==> config.mk <==
export PLATFORM = sky130hd
export DESIGN_NAME = clock_digit_and_dot_frame_gen_unit_flat
export DESIGN_NICKNAME = d
export VERILOG_FILES = /design/src/rtl/cddf_pkg.sv /design/src/rtl/cddf_stream_if.sv /design/src/rtl/clock_digit_and_dot_frame_gen_unit.sv /design/src/flat_wrapper.sv
export SDC_FILE = /design/constraint.sdc
export NUM_CORES = 1
export LEC_CHECK = 0
export BUFFER_PORTS_ARGS = -buffer_cell sky130_fd_sc_hd__buf_4
export CORE_ASPECT_RATIO = 0.8
export CORE_MARGIN = 8
export CORE_UTILIZATION = 67
export CTS_BUF_LIST = sky130_fd_sc_hd__clkbuf_8
export CTS_CLUSTER_DIAMETER = 80
export CTS_CLUSTER_SIZE = 20
export DETAILED_ROUTE_END_ITERATION = 16
export PLACE_DENSITY = 0.95
export SLEW_MARGIN = 20
export SYNTH_ARGS = -nofsm -noshare
export SYNTH_HDL_FRONTEND = slang
export SYNTH_SLANG_ARGS = --single-unit
==> constraint.sdc <==
create_clock -name i_clk -period 15.05 [get_ports i_clk]
set_clock_uncertainty 0.1 [all_clocks]
set_input_delay 0 -clock i_clk [delete_from_list [all_inputs] [get_ports i_clk]]
set_output_delay 0 -clock i_clk [all_outputs]
set_load 0.1 [all_outputs]
==> src/rtl/cddf_pkg.sv <==
// Shared types and constants for the clock digit and dot frame generator.
`default_nettype none

package cddf_pkg;

    // Dot mode codes.
    localparam logic [1:0] DOT_CHASE       = 2'd0;
    localparam logic [1:0] DOT_CLASSIC     = 2'd1;
    localparam logic [1:0] DOT_PROGRESSIVE = 2'd2;
    localparam logic [1:0] DOT_HOLD        = 2'd3;

    // Register indexes, taken from address bit 2.
    localparam logic REG_DOT_STYLE = 1'b0;
    localparam logic REG_FADE_EN   = 1'b1;

    localparam int unsigned APB_ADDR_W = 3;
    localparam int unsigned APB_DATA_W = 32;

    // Dot thresholds: multiples of 32768/7.
    localparam logic [14:0] DOT_THR [6] = '{
        15'd4681, 15'd9362, 15'd14043, 15'd18724, 15'd23405, 15'd28086
    };

    // Fade windows on the prescaler.
    localparam logic [14:0] FADE_LOW  = 15'd4096;
    localparam logic [14:0] FADE_HIGH = 15'd28672;

    // Reciprocals for exact constant division.
    localparam logic [19:0] RECIP_675 = 20'd795365;   // 2^29 / 675, rounded up
    localparam logic [17:0] RECIP_60  = 18'd139811;   // 2^23 / 60, rounded up
    localparam logic [11:0] RECIP_60S = 12'd2185;     // 2^17 / 60, rounded up
    localparam logic [5:0]  RECIP_6   = 6'd43;        // 2^8 / 6, rounded up

    // Residues of 2^10 and 2^20 modulo 675.
    localparam logic [8:0] RES_2P10 = 9'd349;
    localparam logic [8:0] RES_2P20 = 9'd301;

    typedef struct packed {
        logic [31:0] seconds_count;
        logic [14:0] subsecond_ticks;
    } t_frame_in;

    typedef struct packed {
        logic [1:0] hour_tens;
        logic [3:0] hour_units;
        logic [2:0] minute_tens;
        logic [3:0] minute_units;
        logic [2:0] second_tens;
        logic [3:0] second_units;
        logic [5:0] dot_pattern;
    } t_frame_out;

endpackage

`default_nettype wire

==> src/rtl/cddf_stream_if.sv <==
// Valid/ready stream interface carrying one payload struct per beat.
`default_nettype none

interface cddf_stream_if #(
    parameter type t_payload = logic
) ();
    logic     valid;
    logic     ready;
    t_payload payload;

    modport source (output valid, output payload, input ready);
    modport sink   (input valid, input payload, output ready);
endinterface

`default_nettype wire

==> src/rtl/clock_digit_and_dot_frame_gen_unit.sv <==
// Top level of the clock digit and dot frame generator.
// Usage:
//   i_frame carries one display frame per beat: the real-time seconds count and
//   the 15-bit sub-second prescaler. o_digits returns one beat per frame with the
//   HH:MM:SS decimal digits (hours modulo 24) and the six dot enables.
//   The APB port holds two registers: dot_style at 0x0 and fade_enable at 0x4.
//   Write them only while no frame is in flight.
// Throughput:
//   One frame is taken in every cycle unless the pipeline is full and o_digits
//   is not ready. The seven-stage pipeline reduces the displayed seconds modulo
//   86400 and splits them into digits, with one constant-reciprocal multiplier
//   in each stage that needs one.
// Reset:
//   i_rst_n is synchronous and active low. It empties the pipeline, clears the
//   frame phase and the held dot pattern, and sets dot_style to classic and
//   fading off.
// Stalls:
//   Each stage keeps its contents while the stage after it is full and not
//   moving, so a stalled receiver lets i_frame keep filling empty stages until
//   the whole pipeline is full, after which i_frame.ready falls.
`default_nettype none

module clock_digit_and_dot_frame_gen_unit
    import cddf_pkg::*;
(
    input  wire                    i_clk,
    input  wire                    i_rst_n,
    cddf_stream_if.sink            i_frame,
    cddf_stream_if.source          o_digits,
    input  wire                    psel,
    input  wire                    penable,
    input  wire                    pwrite,
    input  wire [APB_ADDR_W-1:0]   paddr,
    input  wire [APB_DATA_W-1:0]   pwdata,
    output logic [APB_DATA_W-1:0]  prdata,
    output logic                   pready
);

    localparam int unsigned NUM_STAGES = 7;

    // Reverse the order of six bits.
    function automatic logic [5:0] mirror6(input logic [5:0] v);
        logic [5:0] r;
        r = '0;
        for (int i = 0; i < 6; i++) begin
            r[5-i] = v[i];
        end
        return r;
    endfunction

    // Tens digit of a value below 60.
    function automatic logic [2:0] tens60(input logic [5:0] v);
        logic [2:0] t;
        priority if (v >= 6'd50) t = 3'd5;
        else if (v >= 6'd40) t = 3'd4;
        else if (v >= 6'd30) t = 3'd3;
        else if (v >= 6'd20) t = 3'd2;
        else if (v >= 6'd10) t = 3'd1;
        else t = 3'd0;
        return t;
    endfunction

    // Units digit given the value and its tens digit.
    function automatic logic [3:0] units60(input logic [5:0] v, input logic [2:0] t);
        logic [5:0] tx10;
        tx10 = {t, 3'b000} + {2'b00, t, 1'b0};
        return 4'(v - tx10);
    endfunction

    // ------------------------------------------------------------------
    // Configuration registers
    // ------------------------------------------------------------------
    logic [1:0] r_dot_style;
    logic       r_fade_en;

    assign pready = 1'b1;

    always_ff @(posedge i_clk) begin
        if (!i_rst_n) begin
            r_dot_style <= DOT_CLASSIC;
            r_fade_en   <= 1'b0;
        end else if (psel && penable && pwrite && pready) begin
            unique case (paddr[2])
                REG_DOT_STYLE: r_dot_style <= pwdata[1:0];
                REG_FADE_EN:   r_fade_en   <= pwdata[0];
                default: ;
            endcase
        end
    end

    always_comb begin
        unique case (paddr[2])
            REG_DOT_STYLE: prdata = {30'd0, r_dot_style};
            REG_FADE_EN:   prdata = {31'd0, r_fade_en};
            default:       prdata = '0;
        endcase
    end

    // ------------------------------------------------------------------
    // Pipeline flow control: a stage takes new data when it is empty or
    // when its own contents move on.
    // ------------------------------------------------------------------
    logic [NUM_STAGES-1:0] r_vld;
    logic [NUM_STAGES:0]   w_take;
    logic                  w_accept;

    always_comb begin
        w_take[NUM_STAGES] = o_digits.ready;
        for (int k = NUM_STAGES - 1; k >= 0; k--) begin
            w_take[k] = !r_vld[k] || w_take[k+1];
        end
    end

    assign i_frame.ready  = w_take[0];
    assign w_accept       = i_frame.valid && w_take[0];
    assign o_digits.valid = r_vld[NUM_STAGES-1];

    always_ff @(posedge i_clk) begin
        if (!i_rst_n) begin
            r_vld <= '0;
        end else begin
            if (w_take[0]) begin
                r_vld[0] <= i_frame.valid;
            end
            for (int k = 1; k < NUM_STAGES; k++) begin
                if (w_take[k]) begin
                    r_vld[k] <= r_vld[k-1];
                end
            end
        end
    end

    // ------------------------------------------------------------------
    // Input side: frame phase, fading and the threshold-based dot modes.
    // ------------------------------------------------------------------
    logic [2:0]  r_phase;
    logic [2:0]  n_phase;
    logic [31:0] w_now;
    logic [14:0] w_tpr;
    logic [31:0] w_disp;
    logic [11:0] w_over;
    logic [5:0]  w_gt;
    logic [5:0]  w_lt;
    logic [5:0]  w_ge;
    logic [5:0]  w_dots_in;

    assign w_now   = i_frame.payload.seconds_count;
    assign w_tpr   = i_frame.payload.subsecond_ticks;
    assign n_phase = r_phase + 3'd1;
    assign w_over  = 12'(w_tpr - FADE_HIGH);

    always_comb begin
        w_disp = w_now;
        if (r_fade_en) begin
            if (w_tpr < FADE_LOW) begin
                // Early in the second the previous second shows on some frames.
                if (!(n_phase < {1'b1, w_tpr[11:10]})) begin
                    w_disp = w_now - 32'd1;
                end
            end else if (w_tpr > FADE_HIGH) begin
                // Late in the second the next second shows on some frames.
                if (n_phase < {1'b0, w_over[11:10]}) begin
                    w_disp = w_now + 32'd1;
                end
            end
        end
    end

    always_comb begin
        for (int j = 0; j < 6; j++) begin
            w_gt[j] = w_tpr > DOT_THR[j];
            w_lt[j] = w_tpr < DOT_THR[j];
            w_ge[j] = w_tpr >= DOT_THR[j];
        end
        if (r_dot_style == DOT_CHASE) begin
            // The chase direction follows the real seconds, not the faded ones.
            unique case (w_now[1:0])
                2'd0:    w_dots_in = mirror6(w_gt);
                2'd1:    w_dots_in = mirror6(w_lt);
                2'd2:    w_dots_in = w_gt;
                default: w_dots_in = w_lt;
            endcase
        end else begin
            w_dots_in = mirror6(w_ge);
        end
    end

    always_ff @(posedge i_clk) begin
        if (!i_rst_n) begin
            r_phase <= '0;
        end else if (w_accept) begin
            r_phase <= n_phase;
        end
    end

    // ------------------------------------------------------------------
    // Stage 0: displayed seconds and pre-computed dots.
    // ------------------------------------------------------------------
    logic [31:0] r_s0_disp;
    logic [5:0]  r_s0_dots;
    logic [1:0]  r_s0_mode;

    always_ff @(posedge i_clk) begin
        if (w_accept) begin
            r_s0_disp <= w_disp;
            r_s0_dots <= w_dots_in;
            r_s0_mode <= r_dot_style;
        end
    end

    // Stage 1: fold disp/128 into a small value of the same residue mod 675.
    // 86400 = 675 * 128, so disp mod 86400 = (disp/128 mod 675) * 128 + disp[6:0].
    logic [18:0] w_f2;
    logic [18:0] w_f1;
    logic [18:0] w_fold;
    logic [18:0] r_s1_s;
    logic [6:0]  r_s1_b;
    logic [5:0]  r_s1_dots;
    logic [1:0]  r_s1_mode;

    assign w_f2   = 19'({14'd0, r_s0_disp[31:27]} * {10'd0, RES_2P20});
    assign w_f1   = 19'({9'd0, r_s0_disp[26:17]} * {10'd0, RES_2P10});
    assign w_fold = w_f2 + w_f1 + {9'd0, r_s0_disp[16:7]};

    always_ff @(posedge i_clk) begin
        if (w_take[1] && r_vld[0]) begin
            r_s1_s    <= w_fold;
            r_s1_b    <= r_s0_disp[6:0];
            r_s1_dots <= r_s0_dots;
            r_s1_mode <= r_s0_mode;
        end
    end

    // Stage 2: quotient of the folded value by 675.
    logic [38:0] w_p2;
    logic [9:0]  r_s2_q;
    logic [18:0] r_s2_s;
    logic [6:0]  r_s2_b;
    logic [5:0]  r_s2_dots;
    logic [1:0]  r_s2_mode;

    assign w_p2 = {20'd0, r_s1_s} * {19'd0, RECIP_675};

    always_ff @(posedge i_clk) begin
        if (w_take[2] && r_vld[1]) begin
            r_s2_q    <= w_p2[38:29];
            r_s2_s    <= r_s1_s;
            r_s2_b    <= r_s1_b;
            r_s2_dots <= r_s1_dots;
            r_s2_mode <= r_s1_mode;
        end
    end

    // Stage 3: seconds within the day.
    logic [18:0] w_q675;
    logic [9:0]  w_amod;
    logic [16:0] r_s3_r;
    logic [5:0]  r_s3_dots;
    logic [1:0]  r_s3_mode;

    assign w_q675 = 19'({9'd0, r_s2_q} * 19'd675);
    assign w_amod = 10'(r_s2_s - w_q675);

    always_ff @(posedge i_clk) begin
        if (w_take[3] && r_vld[2]) begin
            r_s3_r    <= {w_amod, r_s2_b};
            r_s3_dots <= r_s2_dots;
            r_s3_mode <= r_s2_mode;
        end
    end

    // Stage 4: minutes within the day.
    logic [33:0] w_p4;
    logic [10:0] r_s4_q60;
    logic [16:0] r_s4_r;
    logic [5:0]  r_s4_dots;
    logic [1:0]  r_s4_mode;

    assign w_p4 = {17'd0, r_s3_r} * {16'd0, RECIP_60};

    always_ff @(posedge i_clk) begin
        if (w_take[4] && r_vld[3]) begin
            r_s4_q60  <= w_p4[33:23];
            r_s4_r    <= r_s3_r;
            r_s4_dots <= r_s3_dots;
            r_s4_mode <= r_s3_mode;
        end
    end

    // Stage 5: hours and seconds.
    logic [21:0] w_p5;
    logic [16:0] w_q60x60;
    logic [4:0]  r_s5_h;
    logic [10:0] r_s5_q60;
    logic [5:0]  r_s5_sec;
    logic [5:0]  r_s5_dots;
    logic [1:0]  r_s5_mode;

    assign w_p5     = {11'd0, r_s4_q60} * {10'd0, RECIP_60S};
    assign w_q60x60 = {r_s4_q60, 6'd0} - {4'd0, r_s4_q60, 2'd0};

    always_ff @(posedge i_clk) begin
        if (w_take[5] && r_vld[4]) begin
            r_s5_h    <= w_p5[21:17];
            r_s5_q60  <= r_s4_q60;
            r_s5_sec  <= 6'(r_s4_r - w_q60x60);
            r_s5_dots <= r_s4_dots;
            r_s5_mode <= r_s4_mode;
        end
    end

    // Stage 6: digit split and final dot selection. The held pattern is the
    // dot field of the output register itself.
    logic [10:0] w_h60;
    logic [5:0]  w_min;
    logic [11:0] w_p6;
    logic [3:0]  w_q6;
    logic [2:0]  w_m6;
    logic [1:0]  w_ht;
    logic [2:0]  w_mt;
    logic [2:0]  w_st;
    logic [5:0]  w_dots_out;
    t_frame_out  r_out;

    assign w_h60 = {r_s5_h, 6'd0} - {4'd0, r_s5_h, 2'd0};
    assign w_min = 6'(r_s5_q60 - w_h60);
    // 86400 is a multiple of 6, so disp mod 6 equals seconds mod 6.
    assign w_p6  = {6'd0, r_s5_sec} * {6'd0, RECIP_6};
    assign w_q6  = w_p6[11:8];
    assign w_m6  = 3'(r_s5_sec - {w_q6, 2'b00} - {1'b0, w_q6, 1'b0});
    assign w_mt  = tens60(w_min);
    assign w_st  = tens60(r_s5_sec);

    always_comb begin
        priority if (r_s5_h >= 5'd20) w_ht = 2'd2;
        else if (r_s5_h >= 5'd10) w_ht = 2'd1;
        else w_ht = 2'd0;
    end

    always_comb begin
        unique case (r_s5_mode)
            DOT_CLASSIC: w_dots_out = 6'd1 << w_m6;
            DOT_HOLD:    w_dots_out = r_out.dot_pattern;
            default:     w_dots_out = r_s5_dots;
        endcase
    end

    always_ff @(posedge i_clk) begin
        if (!i_rst_n) begin
            r_out.dot_pattern <= '0;
        end else if (w_take[6] && r_vld[5]) begin
            r_out.hour_tens    <= w_ht;
            r_out.hour_units   <= units60({1'b0, r_s5_h}, {1'b0, w_ht});
            r_out.minute_tens  <= w_mt;
            r_out.minute_units <= units60(w_min, w_mt);
            r_out.second_tens  <= w_st;
            r_out.second_units <= units60(r_s5_sec, w_st);
            r_out.dot_pattern  <= w_dots_out;
        end
    end

    assign o_digits.payload = r_out;

endmodule

`default_nettype wire

==> src/flat_wrapper.sv <==
// flat-port wrapper written by rule: the top's interface ports become plain ports
module clock_digit_and_dot_frame_gen_unit_flat import cddf_pkg::*;
  (i_clk, i_rst_n, psel, penable, pwrite, paddr, pwdata, prdata, pready, i_frame_valid, i_frame_payload, i_frame_ready, o_digits_valid, o_digits_payload, o_digits_ready);
  cddf_stream_if #(.t_payload(t_frame_in)) i_frame_i ();
  cddf_stream_if #(.t_payload(t_frame_out)) o_digits_i ();
  input  wire i_clk;
  input  wire i_rst_n;
  input  wire psel;
  input  wire penable;
  input  wire pwrite;
  input  wire [APB_ADDR_W-1:0] paddr;
  input  wire [APB_DATA_W-1:0] pwdata;
  output logic [APB_DATA_W-1:0] prdata;
  output logic pready;
  input wire logic [$bits(i_frame_i.valid)-1:0] i_frame_valid;
  input wire logic [$bits(i_frame_i.payload)-1:0] i_frame_payload;
  output wire logic [$bits(i_frame_i.ready)-1:0] i_frame_ready;
  output wire logic [$bits(o_digits_i.valid)-1:0] o_digits_valid;
  output wire logic [$bits(o_digits_i.payload)-1:0] o_digits_payload;
  input wire logic [$bits(o_digits_i.ready)-1:0] o_digits_ready;
  assign i_frame_i.valid = i_frame_valid;
  assign i_frame_i.payload = i_frame_payload;
  assign i_frame_ready = i_frame_i.ready;
  assign o_digits_valid = o_digits_i.valid;
  assign o_digits_payload = o_digits_i.payload;
  assign o_digits_i.ready = o_digits_ready;
  clock_digit_and_dot_frame_gen_unit u_core (.i_clk(i_clk), .i_rst_n(i_rst_n), .i_frame(i_frame_i), .o_digits(o_digits_i), .psel(psel), .penable(penable), .pwrite(pwrite), .paddr(paddr), .pwdata(pwdata), .prdata(prdata), .pready(pready));
endmodule
### Word-level counts from Yosys, hierarchy flattened

Index checks and enable logic that the tools add are counted.
Widths: inputs -> output; s select.

* bits in registers: 223
* output and inout bits: 61

* add/sub/neg operators: 19
* multiply operators: 7
* order comparisons: 34
* equality and inequality tests: 4
* shift-type cells: 1
* mux-type cells: 21
* bitwise operators: 2
* reduce and logical (&&, ||, !) cells: 29

Operators by type and width (count)
* $mux 32: 5
* $pmux 32 s2: 1
* $gt 15x15->1 const B: 4
* $ge 15x15->1 const B: 3
* $lt 15x15->1 const B: 3
* $mul 19x20->39 const B: 1
* $mul 17x18->34 const B: 1
* $add 32x1->32 const B: 1
* $sub 32x1->32 const B: 1
* $ge 15x14->1 const B: 2
* $gt 15x14->1 const B: 2
* $lt 15x13->1 const B: 2
* $lt 15x14->1 const B: 2
* $ge 6x5->1 const B: 4
* $ge 6x6->1 const B: 4
* $mux 3: 8
* $mul 11x12->22 const B: 1
* $add 14x19->19: 1
* $add 19x10->19: 1
* $mul 10x9->19 const B: 1
* $pmux 6 s3: 1
* $ge 15x13->1 const B: 1
* $gt 15x13->1 const B: 1
* $mul 5x9->14 const B: 1
* other kinds (29): 65

### Depth between registers and ports, before layout

Gate-level depths: netlist (run 1).

* depth after elaboration: 10
* gate-level depth with buffers: 22

### Least setup slack after synthesis (run 1)

OpenSTA, ideal clock, no wires.

* path kind: register to register
* start point: reg u_core.r_s1_s[16]
* end point: reg u_core.r_s2_q[8], data pin
* library setup time: 0.263 ns
* data arrival time: 5.679 ns
* required time: 14.687 ns
* setup slack: 9.008 ns
* cell stages (with the launch flop): 23
* path buffers: 0
* period minus slack after synthesis: 6.042 ns
* path through: edfxtp_1 fa_1 inv_1 fa_1 inv_1 fa_1 inv_1 fa_1 inv_1 fa_1 inv_1 fa_1 inv_1 ha_1 nand4_1 o31ai_1 a31oi_1 o21bai_1 a32o_1 a211oi_2 a21oi_2 a311oi_1 xnor2_1

* word-level cells in the longest chain between the ends: 1

RTL lines
* start: declaration: RTL line clock_digit_and_dot_frame_gen_unit.sv:216 `logic [18:0] r_s1_s;`
* start signal: assignment: RTL line clock_digit_and_dot_frame_gen_unit.sv:227 `r_s1_s <= w_fold;`
* $mul 19x20->39: RTL line clock_digit_and_dot_frame_gen_unit.sv:242 `assign w_p2 = {20'd0, r_s1_s} * {19'd0, RECIP_675};`
* named net u_core.w_p2[37]: RTL line clock_digit_and_dot_frame_gen_unit.sv:235 `logic [38:0] w_p2;`
* end signal: assignment: RTL line clock_digit_and_dot_frame_gen_unit.sv:246 `r_s2_q <= w_p2[38:29];`
* end: declaration: RTL line clock_digit_and_dot_frame_gen_unit.sv:236 `logic [9:0] r_s2_q;`

The timed path passes the listed nets, and every way through them passes these cells.
A chain may end at the register's enable or synchronous reset.

### Worst setup path in the final report (run 1)

* start point: reg u_core.r_s1_s[16]
* end point: reg u_core.r_s2_q[9], data pin

The elaborated chain is that of the path after synthesis.

==> impl_metrics.yaml, run 1 <==
outcome:
  status: "complete, no violations"
sta:
  fmax_mhz: 147
  period_share_pct: 45.1
  fin_setup_tns_ps: 0
  hold_violations: 0
  period_minus_slack_ps: 6790
  maxSlewHeadroom_pct: 33.8
  tightestPinTransition_ps: 993
  grt_setup_unrepaired: "no"
  drv_slew: 0
  setup_viol: 0
cts:
  ctsResizeCount: 0
  cts_setup_buffers: 0
  hold_buffers: 66
  clk_path_buf_depth: 3
  cts.sinks: 223
  clk_pin_slew_ps: 120
  clockRootBuffer: "clkbuf_8"
  cts.htree.levels: 1
  clk_latency_ps: 540
  cts_buffers: 15
  tritoncts: "done"
layout:
  fill_cells: 2183
  fin_nets: 3243
  drive_gt1_share_pct: 5.74
  antenna_cells: 0
  syn_to_final_growth_pct: 8.16
drt:
  top_layer_used: "met4"
  drtIter0Drc: 1399
  wl_met1_mm: 21.0
  wl_met2_mm: 27.9
  route.met3.wl_mm: 3.81
  viasPerCell: 5.85
  wl_per_cell_um: 19.0
  antenna_left: 0
  vias: 16975
  drt_pass1_iterations: 5
  wirelength_mm: 55.0
  drc: 0
yosys:
  async_flop_share_pct: 0
  syn_area_um2: 24400
  ys_seq_elements: 223
  synth_warnings: 0
  synth_edf_count: 204
  synth_area_leaders: "ha_1 (27%), edfxtp_1 (25%), fa_1 (18%), inv_1 (7.6%), xnor2_1 (2.9%)"
  synthFlopType: "edfxtp_1"
  yosysTopAreaCell: "ha_1"
  syn_area_per_cell_um2: 10.7
  netlist_instances: 2273
  ys_types: 79
  synth.top_cell.area_share_pct: 26.6
  seq_area_frac_synth_pct: 26.7
grt:
  grt_max_degree: 42
  grt_pass1_vias: 18823
  antenna_found_initial: 0
  grt_pass1_wl_mm: 91.5
  grt_overflow_total: 0
  grtUsageTotal_pct: 25.8
run:
  cap_violations: 0
critical_path:
  cp.arrival_ps: 6980
  path_cells: "fa_1, inv_1, fa_1, inv_1, fa_1, inv_1, fa_1, inv_1, fa_1, inv_1, fa_1, inv_1, ha_1, nand4_1, nor3_1, nand3_1, a211o_1, nand3_1, a211oi_2, a21oi_2, a31o_1, a311oi_1"
  path_max_fanout: 7
  cpMaxStageDelayCell: "edfxtp_1"
  max_stage_delay_ps: 620
  critPathBufInv: 6
  required_ps: 15240
  crit_type: "reg2reg"
  crit_path_start_kind: "flop"
  worst_setup_path_end_kind: "flop"
  cp_top_family: "adder cells"
die:
  die-area_um2: 42800
  core.rowCount: 62
  die_h_um: 187
  die_x_um: 229
  design.core.area_um2: 35800
  io_pins: 150
  start_util_pct: 68.0
placed_design:
  io_buffers: 86
  gp_congestion: 0.944
  dpl.hpwl_mm: 43.6
min_path:
  hold_path.class: "in2reg"
## sequential cells by signal, summed over array words and instances (netlist names), 5 cells and up
| register | cells |
|---|---|
| u_core.o_digits.payload | 26 |
| u_core.r_s0_disp | 32 |
| u_core.r_s0_dots | 6 |
| u_core.r_s1_b | 7 |
| u_core.r_s1_dots | 6 |
| u_core.r_s1_s | 19 |
| u_core.r_s2_b | 7 |
| u_core.r_s2_dots | 6 |
| u_core.r_s2_q | 10 |
| u_core.r_s2_s | 10 |
| u_core.r_s3_dots | 6 |
| u_core.r_s3_r | 17 |
| u_core.r_s4_dots | 6 |
| u_core.r_s4_q60 | 11 |
| u_core.r_s4_r | 6 |
| u_core.r_s5_dots | 6 |
| u_core.r_s5_h | 5 |
| u_core.r_s5_q60 | 6 |
| u_core.r_s5_sec | 6 |
| u_core.r_vld | 7 |
## through the flow
stage / std cells / setup WS [ps] / hold WS [ps] / utilization (%) / cell area [µm²]
floorplan: 2302 / 9010 / 25.1 / - / 24500
global placement: 2808 / 8430 / 129 / 70.9 / 25400
detailed placement: 2808 / 8330 / 136 / 70.9 / 25400
CTS: 2899 / 8280 / 18.5 / 73.4 / 26300
global route: 2900 / 7940 / 35.8 / 73.5 / 26400
finish: 2900 / 8260 / 44.3 / 73.5 / 26400
## synthesized netlist by cell type, drive strengths merged, types with 15 or more instances
| cell type | count |
|---|---|
| nand2 | 76 |
| xor2 | 35 |
| buf | 38 |
| dfxtp | 19 |
| nor2 | 81 |
| and3 | 18 |
| a31oi | 17 |
| nand3 | 43 |
| nor3 | 41 |
| inv | 496 |
| fa | 224 |
| a21oi | 72 |
| o21ai | 53 |
| ha | 518 |
| clkbuf | 26 |
| xnor2 | 80 |
| o31ai | 15 |
| nor2b | 19 |
| edfxtp | 204 |
## cell families (layout without fill, tap and decap cells)
group,after synthesis,in the layout,synth area share (%)
flip-flops,223,223,26.7
multiplexers,7,7,0.298
XOR/XNOR,115,115,4.13
buffers and inverters,560,678,9.16
AO/OA/AOI/OAI,265,265,7.16
AND/OR/NAND/NOR,359,359,7.50
other,2,31,0.0308
adder cells (fa/ha/maj),742,742,45.0
## worst reg2reg max path, stage by stage (launching register included)
cell      delay [ps]
edfxtp_1         620
fa_1             610
inv_1             50
fa_1             490
inv_1             60
fa_1             550
inv_1             70
fa_1             530
inv_1             50
fa_1             520
inv_1             60
fa_1             530
inv_1             40
ha_1             290
nand4_1          160
nor3_1           420
nand3_1          130
a211o_1          290
nand3_1          180
a211oi_2         160
a21oi_2          310
a31o_1           230
a311oi_1          90
## layout make-up
type                    instances  area (µm²)  area share [%]
multi-input cells            1519       15800            59.8
flip-flops and latches        223        6510            24.7
inverters                     496        1860            7.07
repair buffers                157        1360            5.18
well taps                     480         601            2.28
clock buffers                  15         206           0.783
clock inverters                10        50.0           0.190
## cell usage in the layout (no fill, tap or decap), types with 5 or more instances in the layout
master / instances
or2_2: 6
and3_1: 18
o21bai_1: 8
nor2_1: 79
or3_1: 10
conb_1: 31
nand3_1: 43
nand4_1: 14
o211ai_1: 10
a21o_1: 13
buf_4: 90
clkbuf_8: 15
a21oi_1: 70
nor3_1: 39
nand2_1: 76
o21ai_1: 8
fa_1: 224
nor2b_1: 16
dfxtp_1: 19
xnor2_1: 80
mux2i_1: 5
ha_1: 518
dlygate4sd3_1: 66
o21ai_0: 45
edfxtp_1: 204
nor4_1: 10
o31ai_1: 14
xor2_1: 35
a32oi_1: 6
inv_1: 501
nand2b_1: 6
o21a_1: 11
and2_1: 9
a21boi_0: 7
a211oi_1: 6
a31oi_1: 17
## layer usage
metal  global-route usage, %  up-vias
met5                       0        -
met4                    10.9        0
met3                    4.64      218
met2                    46.2      729
met1                    30.2     8179
li1                        -     7849
## worst paths after layout
kind                               start  slack (ps)                       endpoint  depth (start not counted)
max          u_core.r_s1_s[16]$_DFFE_PP_        8260     u_core.r_s2_q[9]$_DFFE_PP_                         22
min                   i_frame_payload[7]          40  u_core.r_s0_dots[5]$_DFFE_PP_                          4
max reg2reg  u_core.r_s1_s[16]$_DFFE_PP_        8260     u_core.r_s2_q[9]$_DFFE_PP_                         22
min reg2reg   u_core.r_s1_b[1]$_DFFE_PP_         310     u_core.r_s2_b[1]$_DFFE_PP_                          0
Power of run 1 is left out: the tool's default activity adds up to more than one toggle a clock period on the data nets, which glitch-free logic cannot reach.
==> inputs of run 2 (changes only) <==
CORE_UTILIZATION = 65   (was 67)
clock period = 6.25 ns   (was 15.05 ns; I/O delays follow)
==> impl_metrics.yaml, run 2 (same netlist as run 1, synthesis figures left out) <==
layout:
  fin_nets: 3279
  largest_reg_flops: 32
  largest-register: "u_core.r_s0_disp"
  stdcell_count: 2944
  multi_input_area_um2: 15900
  fill_cells: 2298
  final_cell_mix: "ha_1 (515), inv_1 (496), fa_1 (224)"
  antenna_cells: 0
  register_area_um2: 6510
  drive_gt1_share_pct: 7.90
  final_common_cell: "ha_1"
  syn_to_final_growth_pct: 9.86
sta:
  period_minus_slack_ps: 6230
  setup_viol: 0
  fmax_mhz: 161
  drv_slew: 0
  maxSlewHeadroom_pct: 34.2
  tightestPinTransition_ps: 987
  period_share_pct: 99.6
  setup_ws_ps: 24.6
  hold_violations: 0
  fin_setup_tns_ps: 0
drt:
  drc: 0
  drt_pass1_iterations: 8
  antenna_left: 0
  vias: 17351
  wirelength_mm: 56.4
  drtIter0Drc: 1143
  viasPerCell: 5.89
  wl_per_cell_um: 19.2
grt:
  grtUsageMet1_pct: 29.7
  grt_max_degree: 42
  grt_pass1_wl_mm: 90.7
  top_usage_layer: "met2"
  grt_overflow_total: 0
  grt_pass1_vias: 18482
  grtUsageMet2_pct: 45.9
  grt_use_met3_pct: 4.59
  antenna_found_initial: 0
  grtUsageTotal_pct: 25.3
critical_path:
  crit_path_start_kind: "flop"
  path_cells: "buf_6, inv_2, ha_4, fa_1, inv_1, fa_1, inv_1, fa_1, fa_1, fa_1, inv_1, ha_1, a211oi_2, o31ai_2, a31oi_1, o21bai_1, a32o_2, a211oi_4, buf_4, buf_4, nor2b_1, nor2_1, xnor2_1"
  worst_setup_path_end_kind: "flop"
  cp_top_family: "adder cells"
  reg2reg_from: "u_core.r_s1_s[17]$_DFFE_PP_"
  max_stage_delay_ps: 560
  rrSetupSlack_ps: 20
  rr_worst_depth: 23
  cp.arrival_ps: 6420
  reg2reg_to: "u_core.r_s2_q[4]$_DFFE_PP_"
  crit_type: "reg2reg"
  cpMaxStageDelayCell: "fa_1"
  critPathBufInv: 7
  path_max_fanout: 6
  cpMostUsedCell: "fa_1"
  required_ps: 6450
die:
  core.rowCount: 63
  die_h_um: 189
  design.core.area_um2: 37000
  die-area_um2: 44000
  io_pins: 150
  die_x_um: 232
  start_util_pct: 65.9
run:
  cap_violations: 0
cts:
  cts.sinks: 223
  clockRootBuffer: "clkbuf_8"
  tritoncts: "done"
  clk_latency_ps: 570
  cts.htree.levels: 1
  cts_buffers: 16
  clk_path_buf_depth: 3
  clk_pin_slew_ps: 130
min_path:
  hold_path.class: "in2reg"
  min_from: "i_frame_payload[9]"
  whs_endpoint: "u_core.r_s0_disp[0]$_DFFE_PP_"
  whs_path_depth: 5
placed_design:
  io_buffers: 86
  dpl.hpwl_mm: 44.9
  gp_congestion: 0.942
  dp.cells: 2835
  post-place-ws_ps: -196
outcome:
  status: "complete, no violations"
run 2: layout make-up:
cell class	count	share of cell area [%]
Multi-Input combinational cell	1519	59.3
Sequential cell	223	24.3
Inverter	496	6.96
Timing Repair Buffer	192	6.10
Tap cell	487	2.28
Clock buffer	16	0.823
Clock inverter	11	0.280
run 2: routing by layer:
layer	up-vias	part of all wire [%]
li1	7913	-
met1	8420	39
met2	802	50
met3	216	6.9
met4	0	4.4
met5	-	0
run 2: worst max-delay path by stage:
stage                                      from                    endpoint  slack [ps]  cells after the start
CTS                 u_core.r_s1_s[18]$_DFFE_PP_  u_core.r_s2_q[4]$_DFFE_PP_          10                     24
floorplan           u_core.r_s1_s[16]$_DFFE_PP_  u_core.r_s2_q[8]$_DFFE_PP_         210                     22
detailed placement  u_core.r_s1_s[16]$_DFFE_PP_  u_core.r_s2_q[8]$_DFFE_PP_        -200                     22
global placement    u_core.r_s1_s[16]$_DFFE_PP_  u_core.r_s2_q[8]$_DFFE_PP_         110                     22
global route        u_core.r_s1_s[17]$_DFFE_PP_  u_core.r_s2_q[4]$_DFFE_PP_         -50                     23
finish              u_core.r_s1_s[17]$_DFFE_PP_  u_core.r_s2_q[4]$_DFFE_PP_          20                     23
run 2: worst min-delay path, delay by kind of cell:
family | cells | cell delay, ps
and+or+nand+nor | 2 | 180
xor gates and xnor gates | 1 | 160
AOI/OAI and AO/OA | 1 | 120
buffers and inverters | 1 | 150
run 2: timing repair:
item | in CTS | in global routing
hold endpoints to repair | 55 | 0
hold buffers | 67 | 0
endpoints found under the setup margin | 6 | 12
setup buffers | 5 | 10
gates resized for setup | 4 | 18
pin swaps | 9 | 19
run 2: metrics by stage:
stage                     hold WS [ps]  util (%)  area (µm²)
final                             37.8      72.4       26800
after global routing              52.9      72.4       26800
after CTS                         4.86      71.9       26600
after detailed placement           136      69.1       25600
after global placement             129      69.1       25600
after floorplan                   25.1         -       24500
Power of run 2 is left out for the same reason.
==> inputs of run 3 (changes only) <==
ABC_AREA = 1   (was not set)
==> impl_metrics.yaml, run 3 <==
outcome:
  status: "complete, no violations"
sta:
  grt_setup_unrepaired: "no"
  setup_ws_ps: 245
  tightestPinTransition_ps: 1000
  drv_slew: 0
  fin_setup_tns_ps: 0
  fmax_mhz: 167
  setup_viol: 0
  maxSlewHeadroom_pct: 33.3
  hold_violations: 0
  period_share_pct: 96.1
  period_minus_slack_ps: 6010
yosys:
  synth_warnings: 0
  synth.top_cell.area_share_pct: 24.1
  synth.most_common_cell: "inv_1"
  synth_edf_count: 204
  netlist_instances: 3021
  seq_area_frac_synth_pct: 24.2
  ys_types: 57
  yosysTopAreaCell: "ha_1"
  ys_seq_elements: 223
  syn_area_um2: 26900
  synth_commonest_cells: "inv_1 (682), ha_1 (518), nand2_1 (479), fa_1 (224), edfxtp_1 (204)"
  syn_area_per_cell_um2: 8.90
  synth_area_leaders: "ha_1 (24%), edfxtp_1 (23%), fa_1 (17%), inv_1 (9.5%), nand2_1 (6.7%)"
  async_flop_share_pct: 0
  synthFlopType: "edfxtp_1"
drt:
  route.met3.wl_mm: 9.25
  wirelength_mm: 75.3
  drtIter0Drc: 2880
  drc: 0
  top_layer_used: "met4"
  wl_per_cell_um: 20.1
  wl_met2_mm: 34.1
  antenna_left: 0
  drt_pass1_iterations: 9
  viasPerCell: 5.96
  vias: 22266
  wl_met1_mm: 27.5
cts:
  clk_path_buf_depth: 3
  clockRootBuffer: "clkbuf_8"
  cts_setup_buffers: 0
  cts_buffers: 17
  tritoncts: "done"
  clk_pin_slew_ps: 120
  clk_latency_ps: 600
  ctsResizeCount: 0
  cts.htree.levels: 1
  cts.sinks: 223
critical_path:
  cp.arrival_ps: 6260
  critPathBufInv: 6
  worst_setup_path_end_kind: "flop"
  path_max_fanout: 7
  required_ps: 6500
  endpoint: "u_core.r_s2_q[5]$_DFFE_PP_"
  crit_path_start_kind: "flop"
  cp.depth: 20
  rr_worst_depth: 20
  cp_top_family: "adder cells"
  crit_start: "u_core.r_s1_s[16]$_DFFE_PP_"
  reg2reg_to: "u_core.r_s2_q[5]$_DFFE_PP_"
  cpMaxStageDelayCell: "fa_1"
  path_cells: "fa_1, inv_1, fa_1, inv_1, fa_1, inv_1, fa_1, inv_1, fa_1, inv_1, fa_1, inv_1, ha_1, a21oi_1, o21a_1, o21ai_0, a211oi_1, nand2_1, nand2_1, nand2_1"
  max_stage_delay_ps: 620
  rrSetupSlack_ps: 240
  reg2reg_from: "u_core.r_s1_s[16]$_DFFE_PP_"
  crit_type: "reg2reg"
layout:
  drive_gt1_share_pct: 5.51
  stdcell_count: 3739
  largest-register: "u_core.r_s0_disp"
  register_area_um2: 6510
  multi_input_area_um2: 17600
  fill_cells: 2611
  fin_nets: 4015
  antenna_cells: 0
  final_cell_mix: "inv_1 (688), ha_1 (518), nand2_1 (479)"
  largest_reg_flops: 32
  finalInstanceArea_um2: 29100
  final_common_cell: "inv_1"
  syn_to_final_growth_pct: 8.17
grt:
  grt_max_degree: 41
  grt_overflow_total: 0
  grtUsageTotal_pct: 30.8
  antenna_found_initial: 0
  grt_pass1_wl_mm: 120
  grt_pass1_vias: 23364
run:
  cap_violations: 0
placed_design:
  gp_congestion: 1.02
  dpl.hpwl_mm: 58.0
  placedInstanceArea_um2: 28100
  post-place-ws_ps: 474
  io_buffers: 86
  dp.cells: 3645
min_path:
  whs_path_depth: 7
  hold_path.class: "in2reg"
die:
  die_h_um: 198
  die_x_um: 243
  start_util_pct: 66.1
  io_pins: 150
  core.rowCount: 66
  design.core.area_um2: 40700
  die-area_um2: 48200
## run 3: how the worst min path moves through the flow
stage	endpoint	from	slack, ps
after floorplan	u_core.r_dot_style[0]$_SDFFE_PN1P_	pwdata[0]	30
after global placement	u_core.r_dot_style[0]$_SDFFE_PN1P_	pwdata[0]	130
after detailed placement	u_core.r_dot_style[0]$_SDFFE_PN1P_	pwdata[0]	160
after CTS	u_core.r_s0_dots[1]$_DFFE_PP_	i_frame_payload[13]	20
after global routing	u_core.r_s0_disp[1]$_DFFE_PP_	i_frame_payload[12]	80
final	u_core.r_s0_dots[4]$_DFFE_PP_	i_frame_payload[1]	60
## run 3: through the flow
stage	hold WS (ps)	util [%]
6_report	64.1	71.5
5_1_grt	78.1	71.5
3_3_place_gp	127	69.0
3_5_place_dp	159	69.0
4_1_cts	21.3	71.5
2_1_floorplan	26.3	-
## run 3: what timing repair did
| item | in CTS | in global routing |
|---|---|---|
| endpoints found under the setup margin | 0 | 0 |
| hold buffers | 64 | 0 |
| hold endpoints to repair | 54 | 0 |
## run 3: worst reg2reg max path: cells and delay by family, from the launching register on
family,cells,cell delay (ps)
flip-flops,1,590
AO/OA/AOI/OAI,4,860
buffers and inverters,6,390
AND/OR/NAND/NOR,3,200
adder cells (fa/ha/maj),7,3650
## run 3: cells by family after synthesis
logic type | count (synthesis) | synth area share [%]
xor+xnor | 86 | 2.83
simple gates | 938 | 15.1
compound gates | 296 | 6.26
fa+ha+maj | 742 | 40.8
flops | 223 | 24.2
buf+inv | 734 | 10.8
other cells | 2 | 0.0279
## run 3: per-layer routing
layer  vias up  GRT usage (%)
met5         -              0
met4         0           14.3
met3       437           9.71
met2      1565           50.4
met1     10270           37.2
li1       9994              -
## run 3: cell type report
class,instances,area share (%)
Inverter,689,8.90
Clock buffer,17,0.804
Multi-Input combinational cell,2093,60.5
Tap cell,544,2.34
Clock inverter,13,0.421
Timing Repair Buffer,160,4.68
Sequential cell,223,22.4
Power of run 3 is left out for the same reason.
